--- src/rtl/i2a_pkg.sv ---
package i2a_pkg;

    localparam int MAX_WIDTH_DEF = 48;

    localparam int VAL_W      = 32;
    localparam int FW_W       = 6;
    localparam int PREC_W     = 6;
    localparam int CMD_W      = 3;
    localparam int BCD_DIGITS = 10;
    localparam int HEX_DIGITS = 8;
    localparam int BCD_W      = 4 * BCD_DIGITS;

    localparam logic [CMD_W-1:0] CMD_SDEC = 3'd0;
    localparam logic [CMD_W-1:0] CMD_UDEC = 3'd1;
    localparam logic [CMD_W-1:0] CMD_LHEX = 3'd2;
    localparam logic [CMD_W-1:0] CMD_UHEX = 3'd3;
    localparam logic [CMD_W-1:0] CMD_FIX  = 3'd4;

    localparam logic [7:0] CH_SPACE = 8'h20;
    localparam logic [7:0] CH_ZERO  = 8'h30;
    localparam logic [7:0] CH_DOT   = 8'h2E;
    localparam logic [7:0] CH_MINUS = 8'h2D;
    localparam logic [7:0] CH_PLUS  = 8'h2B;
    localparam logic [7:0] CH_QUEST = 8'h3F;
    localparam logic [7:0] CH_LOWER = 8'h20;

    localparam logic [127:0] DIGIT_TAB = "0123456789ABCDEF";

    typedef logic [BCD_DIGITS-1:0][3:0] t_digits;

    typedef struct packed {
        logic       bad;
        logic       sign_en;
        logic       sign_first;
        logic [7:0] sign_ch;
        logic [7:0] fill_ch;
        logic       lower;
        logic [3:0] num_dig;
        logic       dot_en;
        logic [3:0] dot_pos;
        t_digits    digits;
    } t_plan;

    function automatic logic [7:0] digit_char(input logic [3:0] nib, input logic lower);
        logic [7:0] c;
        c = DIGIT_TAB[(4'd15 - nib) * 8 +: 8];
        return lower ? (c | CH_LOWER) : c;
    endfunction

endpackage

--- src/rtl/i2a_bcd.sv ---
module i2a_bcd (
    input  logic                       i_clk,
    input  logic                       i_rst_n,
    input  logic                       i_start,
    input  logic [i2a_pkg::VAL_W-1:0]  i_bin,
    output logic                       o_done,
    output i2a_pkg::t_digits           o_bcd
);

    localparam int CNT_W = $clog2(i2a_pkg::VAL_W);

    logic                      r_busy;
    logic                      r_done;
    logic [CNT_W-1:0]          r_cnt;
    logic [i2a_pkg::VAL_W-1:0] r_bin;
    i2a_pkg::t_digits          r_bcd;
    i2a_pkg::t_digits          n_adj;
    logic [i2a_pkg::BCD_W-1:0] n_flat;

    // add 3 to every digit of 5 or more before the shift
    always_comb begin
        for (int d = 0; d < i2a_pkg::BCD_DIGITS; d++) begin
            n_adj[d] = (r_bcd[d] >= 4'd5) ? (r_bcd[d] + 4'd3) : r_bcd[d];
        end
    end

    assign n_flat = n_adj;

    always_ff @(posedge i_clk) begin
        if (!i_rst_n) begin
            r_busy <= 1'b0;
            r_done <= 1'b0;
            r_cnt  <= '0;
        end else begin
            r_done <= 1'b0;
            if (i_start) begin
                r_busy <= 1'b1;
                r_cnt  <= '0;
            end else if (r_busy) begin
                r_cnt <= r_cnt + 1'b1;
                if (r_cnt == CNT_W'(i2a_pkg::VAL_W - 1)) begin
                    r_busy <= 1'b0;
                    r_done <= 1'b1;
                end
            end
        end
    end

    always_ff @(posedge i_clk) begin
        if (i_start) begin
            r_bin <= i_bin;
            r_bcd <= '0;
        end else if (r_busy) begin
            r_bcd <= {n_flat[i2a_pkg::BCD_W-2:0], r_bin[i2a_pkg::VAL_W-1]};
            r_bin <= {r_bin[i2a_pkg::VAL_W-2:0], 1'b0};
        end
    end

    assign o_done = r_done;
    assign o_bcd  = r_bcd;

endmodule

--- src/rtl/i2a_emit.sv ---
module i2a_emit #(
    parameter int MAX_WIDTH = i2a_pkg::MAX_WIDTH_DEF,
    localparam int PAD_W    = $clog2(MAX_WIDTH + 1)
) (
    input  logic               i_clk,
    input  logic               i_rst_n,
    input  logic               i_load,
    input  i2a_pkg::t_plan     i_plan,
    input  logic [PAD_W-1:0]   i_pad,
    output logic               o_busy,
    output logic               o_strobe,
    output logic [7:0]         o_ch,
    output logic               o_last
);

    typedef enum logic [6:0] {
        E_IDLE  = 7'b0000001,
        E_BAD   = 7'b0000010,
        E_SIGN1 = 7'b0000100,
        E_PAD   = 7'b0001000,
        E_SIGN2 = 7'b0010000,
        E_DOT   = 7'b0100000,
        E_DIG   = 7'b1000000
    } t_estate;

    t_estate          r_state, n_state;
    logic [PAD_W-1:0] r_pad, n_pad;
    logic [3:0]       r_idx, n_idx;
    i2a_pkg::t_plan   r_plan;
    logic             r_strobe, n_strobe;
    logic             r_last, n_last;
    logic [7:0]       r_ch, n_ch;

    function automatic t_estate f_to_digits(input i2a_pkg::t_plan p);
        return (p.dot_en && (p.dot_pos == p.num_dig)) ? E_DOT : E_DIG;
    endfunction

    function automatic t_estate f_after_pad(input i2a_pkg::t_plan p);
        return (p.sign_en && !p.sign_first) ? E_SIGN2 : f_to_digits(p);
    endfunction

    function automatic t_estate f_after_sign1(input i2a_pkg::t_plan p,
                                              input logic [PAD_W-1:0] pad);
        return (pad != '0) ? E_PAD : f_after_pad(p);
    endfunction

    always_comb begin
        n_state  = r_state;
        n_pad    = r_pad;
        n_idx    = r_idx;
        n_strobe = 1'b0;
        n_last   = 1'b0;
        n_ch     = r_ch;
        case (r_state)
            E_IDLE: begin
                if (i_load) begin
                    n_pad = i_pad;
                    n_idx = i_plan.num_dig - 4'd1;
                    if (i_plan.bad) begin
                        n_state = E_BAD;
                    end else if (i_plan.sign_en && i_plan.sign_first) begin
                        n_state = E_SIGN1;
                    end else begin
                        n_state = f_after_sign1(i_plan, i_pad);
                    end
                end
            end
            E_BAD: begin
                n_strobe = 1'b1;
                n_ch     = i2a_pkg::CH_QUEST;
                n_last   = 1'b1;
                n_state  = E_IDLE;
            end
            E_SIGN1: begin
                n_strobe = 1'b1;
                n_ch     = r_plan.sign_ch;
                n_state  = f_after_sign1(r_plan, r_pad);
            end
            E_PAD: begin
                n_strobe = 1'b1;
                n_ch     = r_plan.fill_ch;
                n_pad    = r_pad - 1'b1;
                if (r_pad == PAD_W'(1)) begin
                    n_state = f_after_pad(r_plan);
                end
            end
            E_SIGN2: begin
                n_strobe = 1'b1;
                n_ch     = r_plan.sign_ch;
                n_state  = f_to_digits(r_plan);
            end
            E_DOT: begin
                n_strobe = 1'b1;
                n_ch     = i2a_pkg::CH_DOT;
                n_state  = E_DIG;
            end
            E_DIG: begin
                n_strobe = 1'b1;
                n_ch     = i2a_pkg::digit_char(r_plan.digits[r_idx], r_plan.lower);
                if (r_idx == 4'd0) begin
                    n_last  = 1'b1;
                    n_state = E_IDLE;
                end else begin
                    n_idx = r_idx - 4'd1;
                    // the point goes in front of digit dot_pos - 1
                    n_state = (r_plan.dot_en && (r_idx == r_plan.dot_pos)) ? E_DOT : E_DIG;
                end
            end
            default: begin
                n_state = E_IDLE;
            end
        endcase
    end

    always_ff @(posedge i_clk) begin
        if (!i_rst_n) begin
            r_state  <= E_IDLE;
            r_pad    <= '0;
            r_idx    <= '0;
            r_strobe <= 1'b0;
            r_last   <= 1'b0;
        end else begin
            r_state  <= n_state;
            r_pad    <= n_pad;
            r_idx    <= n_idx;
            r_strobe <= n_strobe;
            r_last   <= n_last;
        end
    end

    always_ff @(posedge i_clk) begin
        r_ch <= n_ch;
        if (i_load && (r_state == E_IDLE)) begin
            r_plan <= i_plan;
        end
    end

    assign o_busy   = (r_state != E_IDLE);
    assign o_strobe = r_strobe;
    assign o_ch     = r_ch;
    assign o_last   = r_last;

endmodule

--- src/rtl/integer_to_ascii_formatter.sv ---
// printf-style integer formatter: one request per start, written out as ASCII characters,
// one per cycle on o_ch with o_strobe, o_last on the final one. The receiver cannot stall,
// so every character is shown for exactly one cycle. Decimal kinds run a serial binary to
// BCD converter (one bit per cycle) before the characters start; hex and unknown kinds go
// straight to planning. A request writes at most MAX_WIDTH characters, or twelve where
// MAX_WIDTH is smaller. busy stays high until the last character is on the port.
module integer_to_ascii_formatter #(
    parameter int MAX_WIDTH = i2a_pkg::MAX_WIDTH_DEF
) (
    input  logic                             i_clk,
    input  logic                             i_rst_n,
    input  logic                             start,
    output logic                             busy,
    input  logic [i2a_pkg::CMD_W-1:0]        i_cmd,
    input  logic [i2a_pkg::VAL_W-1:0]        i_value,
    input  logic [i2a_pkg::FW_W-1:0]         i_field_width,
    input  logic signed [i2a_pkg::PREC_W-1:0] i_precision,
    input  logic                             i_zero_fill,
    input  logic                             i_force_plus,
    output logic                             o_strobe,
    output logic [7:0]                       o_ch,
    output logic                             o_last
);

    localparam int PAD_W = $clog2(MAX_WIDTH + 1);

    typedef enum logic [3:0] {
        S_IDLE = 4'b0001,
        S_CONV = 4'b0010,
        S_PLAN = 4'b0100,
        S_EMIT = 4'b1000
    } t_state;

    t_state                             r_state, n_state;
    logic [i2a_pkg::CMD_W-1:0]          r_cmd;
    logic [i2a_pkg::VAL_W-1:0]          r_mag;
    logic [PAD_W-1:0]                   r_w;
    logic [i2a_pkg::PREC_W-1:0]         r_prec;
    logic                               r_zfill;
    logic                               r_sign_en;
    logic [7:0]                         r_sign_ch;

    logic                               accept;
    logic                               in_signed;
    logic                               in_neg;
    logic                               in_dec;
    logic [i2a_pkg::VAL_W-1:0]          in_mag;
    logic [i2a_pkg::FW_W:0]             fw_ext;
    logic [PAD_W-1:0]                   w_sat;

    logic                               bcd_done;
    i2a_pkg::t_digits                   bcd;
    logic                               emit_busy;

    logic                               is_hex;
    logic                               is_fix;
    logic                               no_prec;
    logic [4:0]                         p;
    i2a_pkg::t_digits                   dig;
    logic [3:0]                         nat;
    logic [5:0]                         lim;
    logic                               forced;
    logic [5:0]                         dt;
    logic [3:0]                         dmax;
    logic [3:0]                         ndig;
    logic                               reserve;
    logic [3:0]                         sub;
    logic [PAD_W-1:0]                   pad;
    i2a_pkg::t_plan                     plan;

    assign busy   = (r_state != S_IDLE);
    assign accept = start && !busy;

    always_comb begin
        in_signed = (i_cmd == i2a_pkg::CMD_SDEC) || (i_cmd == i2a_pkg::CMD_FIX);
        in_dec    = in_signed || (i_cmd == i2a_pkg::CMD_UDEC);
        in_neg    = in_signed && i_value[i2a_pkg::VAL_W-1];
        in_mag    = in_neg ? (i2a_pkg::VAL_W'(0) - i_value) : i_value;
        fw_ext    = {1'b0, i_field_width};
        w_sat     = (fw_ext > (i2a_pkg::FW_W + 1)'(MAX_WIDTH)) ? PAD_W'(MAX_WIDTH)
                                                               : PAD_W'(fw_ext);
    end

    always_comb begin
        n_state = r_state;
        case (r_state)
            S_IDLE: begin
                if (start) begin
                    n_state = in_dec ? S_CONV : S_PLAN;
                end
            end
            S_CONV: begin
                if (bcd_done) begin
                    n_state = S_PLAN;
                end
            end
            S_PLAN: begin
                n_state = S_EMIT;
            end
            S_EMIT: begin
                if (!emit_busy) begin
                    n_state = S_IDLE;
                end
            end
            default: begin
                n_state = S_IDLE;
            end
        endcase
    end

    always_ff @(posedge i_clk) begin
        if (!i_rst_n) begin
            r_state <= S_IDLE;
        end else begin
            r_state <= n_state;
        end
    end

    always_ff @(posedge i_clk) begin
        if (accept) begin
            r_cmd     <= i_cmd;
            r_mag     <= in_mag;
            r_w       <= w_sat;
            r_prec    <= unsigned'(i_precision);
            r_zfill   <= i_zero_fill;
            r_sign_en <= in_signed && (i_value[i2a_pkg::VAL_W-1] || i_force_plus);
            r_sign_ch <= in_neg ? i2a_pkg::CH_MINUS : i2a_pkg::CH_PLUS;
        end
    end

    i2a_bcd u_bcd (
        .i_clk   (i_clk),
        .i_rst_n (i_rst_n),
        .i_start (accept && in_dec),
        .i_bin   (in_mag),
        .o_done  (bcd_done),
        .o_bcd   (bcd)
    );

    // digit count, padding and point position, worked out once the digits are known
    always_comb begin
        is_hex  = (r_cmd == i2a_pkg::CMD_LHEX) || (r_cmd == i2a_pkg::CMD_UHEX);
        is_fix  = (r_cmd == i2a_pkg::CMD_FIX);
        no_prec = r_prec[i2a_pkg::PREC_W-1];
        p       = r_prec[4:0];
        dig     = is_hex ? i2a_pkg::t_digits'({8'd0, r_mag}) : bcd;

        nat = 4'd1;
        for (int i = 1; i < i2a_pkg::BCD_DIGITS; i++) begin
            if (dig[i] != 4'd0) begin
                nat = 4'(i + 1);
            end
        end

        if (no_prec) begin
            lim = 6'd0;
        end else if (is_fix) begin
            lim = (p == 5'd0) ? 6'd0 : ({1'b0, p} + 6'd1);
        end else begin
            lim = {1'b0, p};
        end

        // a forced count above nine still applies once the natural digits bring it in range
        forced = (lim >= 6'd2) && (({2'b00, nat} + 6'd8) >= lim);
        dt     = (forced && (lim > {2'b00, nat})) ? lim : {2'b00, nat};
        dmax   = is_hex ? 4'(i2a_pkg::HEX_DIGITS) : 4'(i2a_pkg::BCD_DIGITS);
        ndig   = (dt > {2'b00, dmax}) ? dmax : dt[3:0];

        reserve = is_fix && !no_prec && (p != 5'd0);
        sub     = ndig + {3'd0, reserve} + {3'd0, r_sign_en};
        pad     = (r_w > PAD_W'(sub)) ? (r_w - PAD_W'(sub)) : '0;

        plan.bad        = (r_cmd > i2a_pkg::CMD_FIX);
        plan.sign_en    = r_sign_en;
        plan.sign_first = r_zfill;
        plan.sign_ch    = r_sign_ch;
        plan.fill_ch    = r_zfill ? i2a_pkg::CH_ZERO : i2a_pkg::CH_SPACE;
        plan.lower      = (r_cmd == i2a_pkg::CMD_LHEX);
        plan.num_dig    = ndig;
        plan.dot_en     = reserve && (p <= {1'b0, ndig});
        plan.dot_pos    = p[3:0];
        plan.digits     = dig;
    end

    i2a_emit #(
        .MAX_WIDTH (MAX_WIDTH)
    ) u_emit (
        .i_clk    (i_clk),
        .i_rst_n  (i_rst_n),
        .i_load   (r_state == S_PLAN),
        .i_plan   (plan),
        .i_pad    (pad),
        .o_busy   (emit_busy),
        .o_strobe (o_strobe),
        .o_ch     (o_ch),
        .o_last   (o_last)
    );

endmodule

--- config.mk ---
export PLATFORM = sky130hd
export DESIGN_NAME = integer_to_ascii_formatter
export DESIGN_NICKNAME = d
export VERILOG_FILES = /design/src/rtl/i2a_pkg.sv /design/src/rtl/i2a_bcd.sv /design/src/rtl/i2a_emit.sv /design/src/rtl/integer_to_ascii_formatter.sv
export SDC_FILE = /design/constraint.sdc
export NUM_CORES = 1
export LEC_CHECK = 0
export BUFFER_PORTS_ARGS = -buffer_cell sky130_fd_sc_hd__buf_2
export CORE_UTILIZATION = 45
export CTS_BUF_LIST = sky130_fd_sc_hd__clkbuf_8
export DETAILED_ROUTE_END_ITERATION = 12
export HOLD_SLACK_MARGIN = 0.03
export PLACE_DENSITY_LB_ADDON = 0.25
export SKIP_LAST_GASP = 1
export SYNTH_ARGS = -nofsm -noshare
export SYNTH_HDL_FRONTEND = slang
export SYNTH_SLANG_ARGS = --single-unit
export TNS_END_PERCENT = 50
--- constraint.sdc ---
create_clock -name i_clk -period 13 [get_ports i_clk]
set_clock_uncertainty 0.05 [all_clocks]
set_input_delay 1.95 -clock i_clk [delete_from_list [all_inputs] [get_ports i_clk]]
set_output_delay 1.95 -clock i_clk [all_outputs]
set_load 0.005 [all_outputs]
# Word level (Yosys, flattened, before mapping)

Index checks and enable logic that the tools add are counted.

Word-level logic and storage cells: 235
Flip-flop bits (word level): 235
Input port bits: 52

Bitwise gates (word level): 2
Reductions and logical operators: 51
Muxes and demuxes: 66
Shift-type cells: 1
Equality and inequality tests: 29
$add $sub $neg: 21
Order comparisons: 19

Operators by type and width:

| operator                                                                             | count |
|---|---|
| 128-bit by 33-bit indexed part select with 8-bit output (first input constant)       | 1 |
| 32-bit two-way mux                                                                   | 3 |
| 4-bit two-way mux                                                                    | 24 |
| 7-bit two-way mux                                                                    | 12 |
| 6-bit two-way mux                                                                    | 7 |
| 7-bit case mux with 6 select lines                                                   | 1 |
| 4-bit by 3-bit greater-or-equal comparator with 1-bit output (second input constant) | 10 |
| 40-bit two-way mux                                                                   | 1 |
| 8-bit case mux with 5 select lines                                                   | 1 |
| 4-bit by 2-bit adder with 4-bit output (second input constant)                       | 9 |
| 4-bit nonzero test                                                                   | 9 |
| 1-bit by 32-bit subtractor with 32-bit output (first input constant)                 | 1 |
| 6-bit by 4-bit > comparator with 1-bit output                                        | 3 |
| 4-bit binary-select mux with 4-bit select                                            | 1 |
| 1-bit logical AND                                                                    | 16 |
| 4-bit case mux with 4 select lines                                                   | 1 |
| 4-bit == test                                                                        | 3 |
| 6-bit case mux with 2 select lines                                                   | 1 |
| 6-bit nonzero test                                                                   | 2 |
| 5-bit nonzero test                                                                   | 2 |
| 3-bit two-way mux                                                                    | 3 |
| 4-bit by 1-bit adder with 4-bit output                                               | 2 |
| 4-bit case mux with 2 select lines                                                   | 1 |
| 4-bit by 1-bit subtractor with 4-bit output (second input constant)                  | 2 |
| 49 further kinds                                                                     | 73 |

# Logic depth before layout (Yosys ltp)

Word-level depth: 30
Gate-level depth with buffers: 30
Gate-level depth less buffers: 30

# By module

From an unflattened synthesis, not the netlist that was laid out.

Cells, all modules: 1208
Area, all modules: 12472.0 sq um

By module, submodules not included:

| module                     | instances | area each (sq um) | cells each | seq. area each (sq um) |
|---|---|---|---|---|
| i2a_emit                   | 1         | 4250.3            | 331        | 2662.6 |
| integer_to_ascii_formatter | 1         | 4187.8            | 481        | 1611.5 |
| i2a_bcd                    | 1         | 4033.9            | 396        | 1901.8 |

# Worst setup path after synthesis

Ideal clock, no wire load.

Kind: register to register
Start: register r_mag[8] in the netlist's numbering
End: register u_emit.r_state[6]
Cell stages (with the launch flop): 28
Arrival time: 6192 ps
Period minus slack after synthesis: 6312 ps
Required time: 12880 ps
Path buffers: 0
Path slack: 6688 ps
Cells stage by stage: edfxtp_1 > or4_1 > or3b_2 > nand2_1 > o21bai_1 > a21o_1 > ha_1 > nor2b_1 > o211a_1 > o21a_1 > o211ai_1 > nor2_1 > mux2i_1 > ha_1 > a32oi_1 > nor3_1 > fa_1 > ha_1 > xor2_1 > ha_1 > nor2b_1 > o21a_1 > o21ai_0 > or3b_2 > o21ai_0 > nor3b_1 > nand2b_1 > a21oi_1

Cells in the longest elaborated chain, start to end: 27
Elaborated cells on any way between the ends: 35

Ends and longest elaborated chain:

| what                                                                      | line                                              | RTL |
|---|---|---|
| start: declaration                                                        | integer_to_ascii_formatter.sv:36                  | `logic [i2a_pkg::VAL_W-1:0] r_mag;` |
| start signal: assignment                                                  | integer_to_ascii_formatter.sv:122                 | `r_mag <= in_mag;` |
| 40-bit two-way mux (*)                                                    | integer_to_ascii_formatter.sv:146                 | `dig = is_hex ? i2a_pkg::t_digits'({8'd0, r_mag}) : bcd;` |
| 4-bit nonzero test (*)                                                    | integer_to_ascii_formatter.sv:150                 | `if (dig[i] != 4'd0) begin` |
| 4-bit two-way mux (*) (8 in a row)                                        | integer_to_ascii_formatter.sv:150                 |  |
| 4-bit by 4-bit adder with 5-bit output                                    | integer_to_ascii_formatter.sv:164                 | `forced = (lim >= 6'd2) && (({2'b00, nat} + 6'd8) >= lim);` |
| 5-bit by 6-bit greater-or-equal comparator with 1-bit output              | integer_to_ascii_formatter.sv:164                 |  |
| 1-bit logical AND                                                         | integer_to_ascii_formatter.sv:164                 |  |
| 1-bit logical AND                                                         | integer_to_ascii_formatter.sv:165                 | `dt = (forced && (lim > {2'b00, nat})) ? lim : {2'b00, nat};` |
| 6-bit two-way mux (*)                                                     | integer_to_ascii_formatter.sv:165                 |  |
| [2 not listed]                                                            | --                                                |  |
| named net ndig[0]                                                         | integer_to_ascii_formatter.sv:65                  | `logic [3:0] ndig;` |
| [2 not listed]                                                            | --                                                |  |
| 6-bit by 4-bit subtractor with 6-bit output, or another cell as far along | integer_to_ascii_formatter.sv:171                 | `pad = (r_w > PAD_W'(sub)) ? (r_w - PAD_W'(sub)) : '0;` |
| 6-bit two-way mux / 7-bit two-way mux (equally long branches)             | integer_to_ascii_formatter.sv:171, i2a_emit.sv:35 |  |
| 6-bit nonzero test / 7-bit two-way mux (equally long branches)            | i2a_emit.sv:44, i2a_emit.sv:39                    |  |
| 7-bit two-way mux (*)                                                     | i2a_emit.sv:44                                    | `return (pad != '0) ? E_PAD : f_after_pad(p);` |
| 7-bit two-way mux (*)                                                     | i2a_emit.sv:61                                    | `end else if (i_plan.sign_en && i_plan.sign_first) begin` |
| 7-bit two-way mux (*)                                                     | i2a_emit.sv:59                                    | `if (i_plan.bad) begin` |
| 7-bit two-way mux (*)                                                     | i2a_emit.sv:56                                    | `if (i_load) begin` |
| 7-bit case mux with 6 select lines (*)                                    | i2a_emit.sv:54                                    | `case (r_state)` |
| end signal: assignment                                                    | i2a_emit.sv:123                                   | `r_state <= n_state;` |
| end: declaration                                                          | i2a_emit.sv:26                                    | `t_estate r_state, n_state;` |

The timed path passes the listed nets; every way through them passes the cells marked *. The select of a mux whose other input is x is not followed.
A chain may end at the register's enable or synchronous reset.

# Worst setup path in the final report

Start: register r_cmd[2] in the netlist's numbering
End: register u_emit.r_state[5]

Cells in the longest elaborated chain, start to end: 30
Elaborated cells on any way between the ends: 55

Ends and longest elaborated chain:

| what                                                                      | line                                              | RTL |
|---|---|---|
| start: declaration                                                        | integer_to_ascii_formatter.sv:35                  | `logic [i2a_pkg::CMD_W-1:0] r_cmd;` |
| start signal: assignment                                                  | integer_to_ascii_formatter.sv:121                 | `r_cmd <= i_cmd;` |
| 3-bit by 2-bit == test with 1-bit output                                  | integer_to_ascii_formatter.sv:142                 | `is_hex = (r_cmd == i2a_pkg::CMD_LHEX) \|\| (r_cmd == i2a_pkg::CMD_UHEX);` |
| 1-bit logical OR                                                          | integer_to_ascii_formatter.sv:142                 |  |
| 40-bit two-way mux                                                        | integer_to_ascii_formatter.sv:146                 |  |
| 4-bit nonzero test                                                        | integer_to_ascii_formatter.sv:150                 |  |
| 2-bit two-way mux                                                         | integer_to_ascii_formatter.sv:150                 |  |
| 4-bit two-way mux (8 in a row)                                            | integer_to_ascii_formatter.sv:150                 |  |
| 4-bit by 4-bit adder with 5-bit output                                    | integer_to_ascii_formatter.sv:164                 |  |
| 5-bit by 6-bit greater-or-equal comparator with 1-bit output              | integer_to_ascii_formatter.sv:164                 |  |
| [5 not listed]                                                            | --                                                |  |
| named net ndig[0]                                                         | integer_to_ascii_formatter.sv:65                  |  |
| [2 not listed]                                                            | --                                                |  |
| 6-bit by 4-bit subtractor with 6-bit output, or another cell as far along | integer_to_ascii_formatter.sv:171                 |  |
| 6-bit two-way mux / 7-bit two-way mux (equally long branches)             | integer_to_ascii_formatter.sv:171, i2a_emit.sv:35 |  |
| 6-bit nonzero test / 7-bit two-way mux (equally long branches)            | i2a_emit.sv:44, i2a_emit.sv:39                    |  |
| 7-bit two-way mux (*)                                                     | i2a_emit.sv:44                                    |  |
| 7-bit two-way mux (*)                                                     | i2a_emit.sv:61                                    |  |
| 7-bit two-way mux (*)                                                     | i2a_emit.sv:59                                    |  |
| 7-bit two-way mux (*)                                                     | i2a_emit.sv:56                                    |  |
| 7-bit case mux with 6 select lines (*)                                    | i2a_emit.sv:54                                    |  |

Marks and branches as above.

==> results_dict.tcl <==
set metrics [dict create \
    status "finished clean" \
    antenna_found_initial 1 \
    placementRows 58 \
    critPathCaptureType "flip-flop" \
    async_flop_share_pct 0 \
    final-max-slew-violation-count 0 \
    dp.cells 1543 \
    fin_crit_sh_pct 59.2 \
    total_power_w 0.00248 \
    clock_latency_ns 0.53 \
    ctsResizeCount 0 \
    setup-violations-final 0 \
    grt_pass1_vias 8384 \
    hold_buffers 0 \
    setup.worst_path.class "flip-flop to flip-flop" \
    synth-adder-area-share_pct 5.63 \
    synth-seq-cells 214 \
    postSynthCellCount 1188 \
    portBuffers 61 \
    fin_crit_ns 7.69 \
    syn_avg_cell_area_sq_um 9.77 \
    yosysWarnings 0 \
    synth_compound_area_share_pct 11.6 \
    cts_root_buf "clkbuf_8" \
    tns_ns 0 \
    cp_max_fo 65 \
    grt_max_degree 72 \
    io_pins 63 \
    fin_ws_ns 5.31 \
    startpoint_type "flip-flop" \
    cts_tree "done" \
    grt_pass1_wl_mm 42.1 \
    worstPathRequired_ns 13.39 \
    cts_max_path_buffers 3 \
    hpwl_mm 18.7 \
    layout-drive-gt1-share_pct 13.1 \
    netlist_area_sq_mm 0.0116 \
    final_util_pct 51.4 \
    cts_setup_buffers 0 \
    tightest_slew_ns 1.14 \
    clock_sinks 214 \
    clk_pin_slew_ns 0.06 \
    relSlewSlack_pct 23.5 \
    cap_violations 0 \
    synthMuxAreaShare_pct 5.75 \
    preCtsSetupSlack_ns 5.30 \
    min_path_type "flip-flop to flip-flop" \
    yosys.area_share.simple_pct 20.6 \
    cp.arrival_ns 8.08 \
    vias 8732 \
    hold_violations 0 \
    pwr_density_cell_mw_per_mm2 191 \
    antenna_left 0 \
    synth_top_family_by_area "simple AND/OR/NAND/NOR gates" \
    drt-wirelength-per-cell_um 15.9 \
    synth_ff_type "edfxtp_1" \
    core_sq_mm 0.0253 \
    dieArea_sq_mm 0.0264 \
    synth_nets 1291 \
    viasPerCell 5.40 \
    ys_seq_area_share_pct 49.3 \
    start_util_pct 46.0 \
    leakagePower_nw 4.99 \
    nets 1358 \
    grt.overflow.total 0 \
    place_congestion 0.847 \
    n_antenna_cell 0 \
    htree_levels 2 \
    synth_cell_type_count 74 \
    die_x_um 163 \
    area_growth_pct 11.9 \
    die_h_um 163 \
    peakVddDrop_mv 0.0922 \
    synth_edf_count 144 \
    grtUsageTotal_pct 20.0 \
    first_pass_iters 5 \
    grt_setup_unrepaired "no" \
    wirelength_mm 25.7 \
    drc 0 \
    max_freq_mhz 130 \
    first_iter_violations 494 \
    synthXorXnorAreaFrac_pct 4.07 \
    stdcell_count 1616 \
    cts_buffers 40 \
]
-- critical path, stage by stage (launching register included) --
cell,delay (ns)
edfxtp_1,0.46
nor2b_4,0.13
buf_4,0.46
inv_2,0.36
or3b_2,0.55
nand2_1,0.07
o21bai_1,0.06
a21o_1,0.22
ha_1,0.32
nor2b_1,0.14
o211a_1,0.21
o21a_1,0.22
o211ai_1,0.27
nor2_1,0.10
mux2i_1,0.30
ha_1,0.25
a32oi_1,0.14
nor3_1,0.50
fa_1,0.53
ha_1,0.23
fa_1,0.42
xor2_1,0.21
nand3_1,0.09
or3b_2,0.45
o21ai_0,0.32
nor3b_1,0.29
nand2_1,0.08
a31oi_1,0.14
-- synth_stat cells, types with 3 or more instances --
library cell	count	share of area [%]
a211o_1	4	0.30
a211oi_1	11	0.71
a21o_1	3	0.19
a21oi_1	58	2.5
a31oi_1	11	0.59
and2_1	17	0.92
and3_1	4	0.22
buf_1	7	0.23
buf_2	3	0.13
clkbuf_1	31	1.0
dfxtp_1	70	12
edfxtp_1	144	37
ha_1	49	5.3
inv_1	49	1.6
mux2_2	10	0.97
mux2i_1	36	3.1
mux4_2	8	1.6
nand2_1	190	6.1
nand2b_1	17	0.92
nand3_1	24	1.0
nand3b_1	6	0.39
nand4_1	6	0.32
nor2_1	112	3.6
nor2b_1	31	1.7
nor3_1	27	1.2
nor3b_1	5	0.32
nor4_1	24	1.3
o21a_1	10	0.65
o21ai_0	87	3.8
o22a_1	3	0.23
o22ai_1	5	0.27
or2_2	6	0.32
or3_1	8	0.43
or4_1	8	0.52
xnor2_1	25	1.9
xor2_1	29	2.2
-- cells by family (layout without fill, tap and decap cells) --
| group | Yosys count | after routing |
|---|---|---|
| fa+ha+maj | 51 | 51 |
| compound gates | 222 | 222 |
| other cells | 1 | 1 |
| flops | 214 | 214 |
| buf+inv | 93 | 191 |
| mux | 55 | 55 |
| xor+xnor | 54 | 54 |
| simple gates | 498 | 498 |
-- through the flow --
step	area (sq um)	hold WS, ns
after floorplan	11600	0.350
after global placement	12200	0.400
after detailed placement	12200	0.413
after CTS	13000	0.425
after global routing	13000	0.442
final	13000	0.421
-- sequential cells by signal, summed over array words and instances (netlist names), 6 cells and up --
register and cells:
u_emit.r_plan 54, u_bcd.o_bcd 40, r_mag 32, u_bcd.r_bin 32
u_emit.o_ch 7, u_emit.r_state 7, r_prec 6, r_w 6
u_emit.r_pad 6
-- power breakdown --
part	internal [W]	switching (W)
sequential	0.000850	0.000103
clock	0.000330	0.000280
combinational	0.000383	0.000532
total	0.00156	0.000915
-- path summary, 6_finish.rpt --
kind	start	end	slack, ns	cells after the start
max	r_cmd[2]	u_emit.r_state[5]	5.31	27
max reg2reg	r_cmd[2]	u_emit.r_state[5]	5.31	27
min	u_emit.r_pad[4]	u_emit.r_pad[4]	0.42	2
min reg2reg	u_emit.r_pad[4]	u_emit.r_pad[4]	0.42	2
-- layer usage --
metal / global-route usage [%] / vias up / wire [um]
met3: 2.90 / 41 / 996
met4: 6.24 / 0 / 494
met5: 0 / - / 0
met2: 34.4 / 196 / 12500
li1: - / 4375 / -
met1: 25.8 / 4120 / 11700
-- placed cells by master (no fill, tap or decap), types with 8 or more instances in the layout --
cell      Yosys  routed
o21ai_0      87      87
ha_1         49      49
buf_2         3      61
nand3_1      24      24
edfxtp_1    144     144
mux2i_1      36      36
or3_1         8       8
nand2b_1     17      17
or4_1         8       8
nor4_1       24      24
and2_1       17      16
clkbuf_8      0      47
xor2_1       29      29
a31oi_1      11      11
nor2_1      112     111
a211oi_1     11      11
mux2_2       10      10
dfxtp_1      70      69
o21a_1       10      10
mux4_2        8       8
a21oi_1      58      58
inv_1        49      63
nand2_1     190     190
nor3_1       27      27
xnor2_1      25      25
nor2b_1      31      30
-- cell type report --
cell class	count	area [sq um]
well taps	330	413
repair buffers	67	350
fillers	2367	12300
clock inverters	26	114
inverters	51	191
clock buffers	47	647
multi-input cells	881	5540
flip-flops and latches	214	5730
Note: power is estimated with default switching activity, not from simulation.
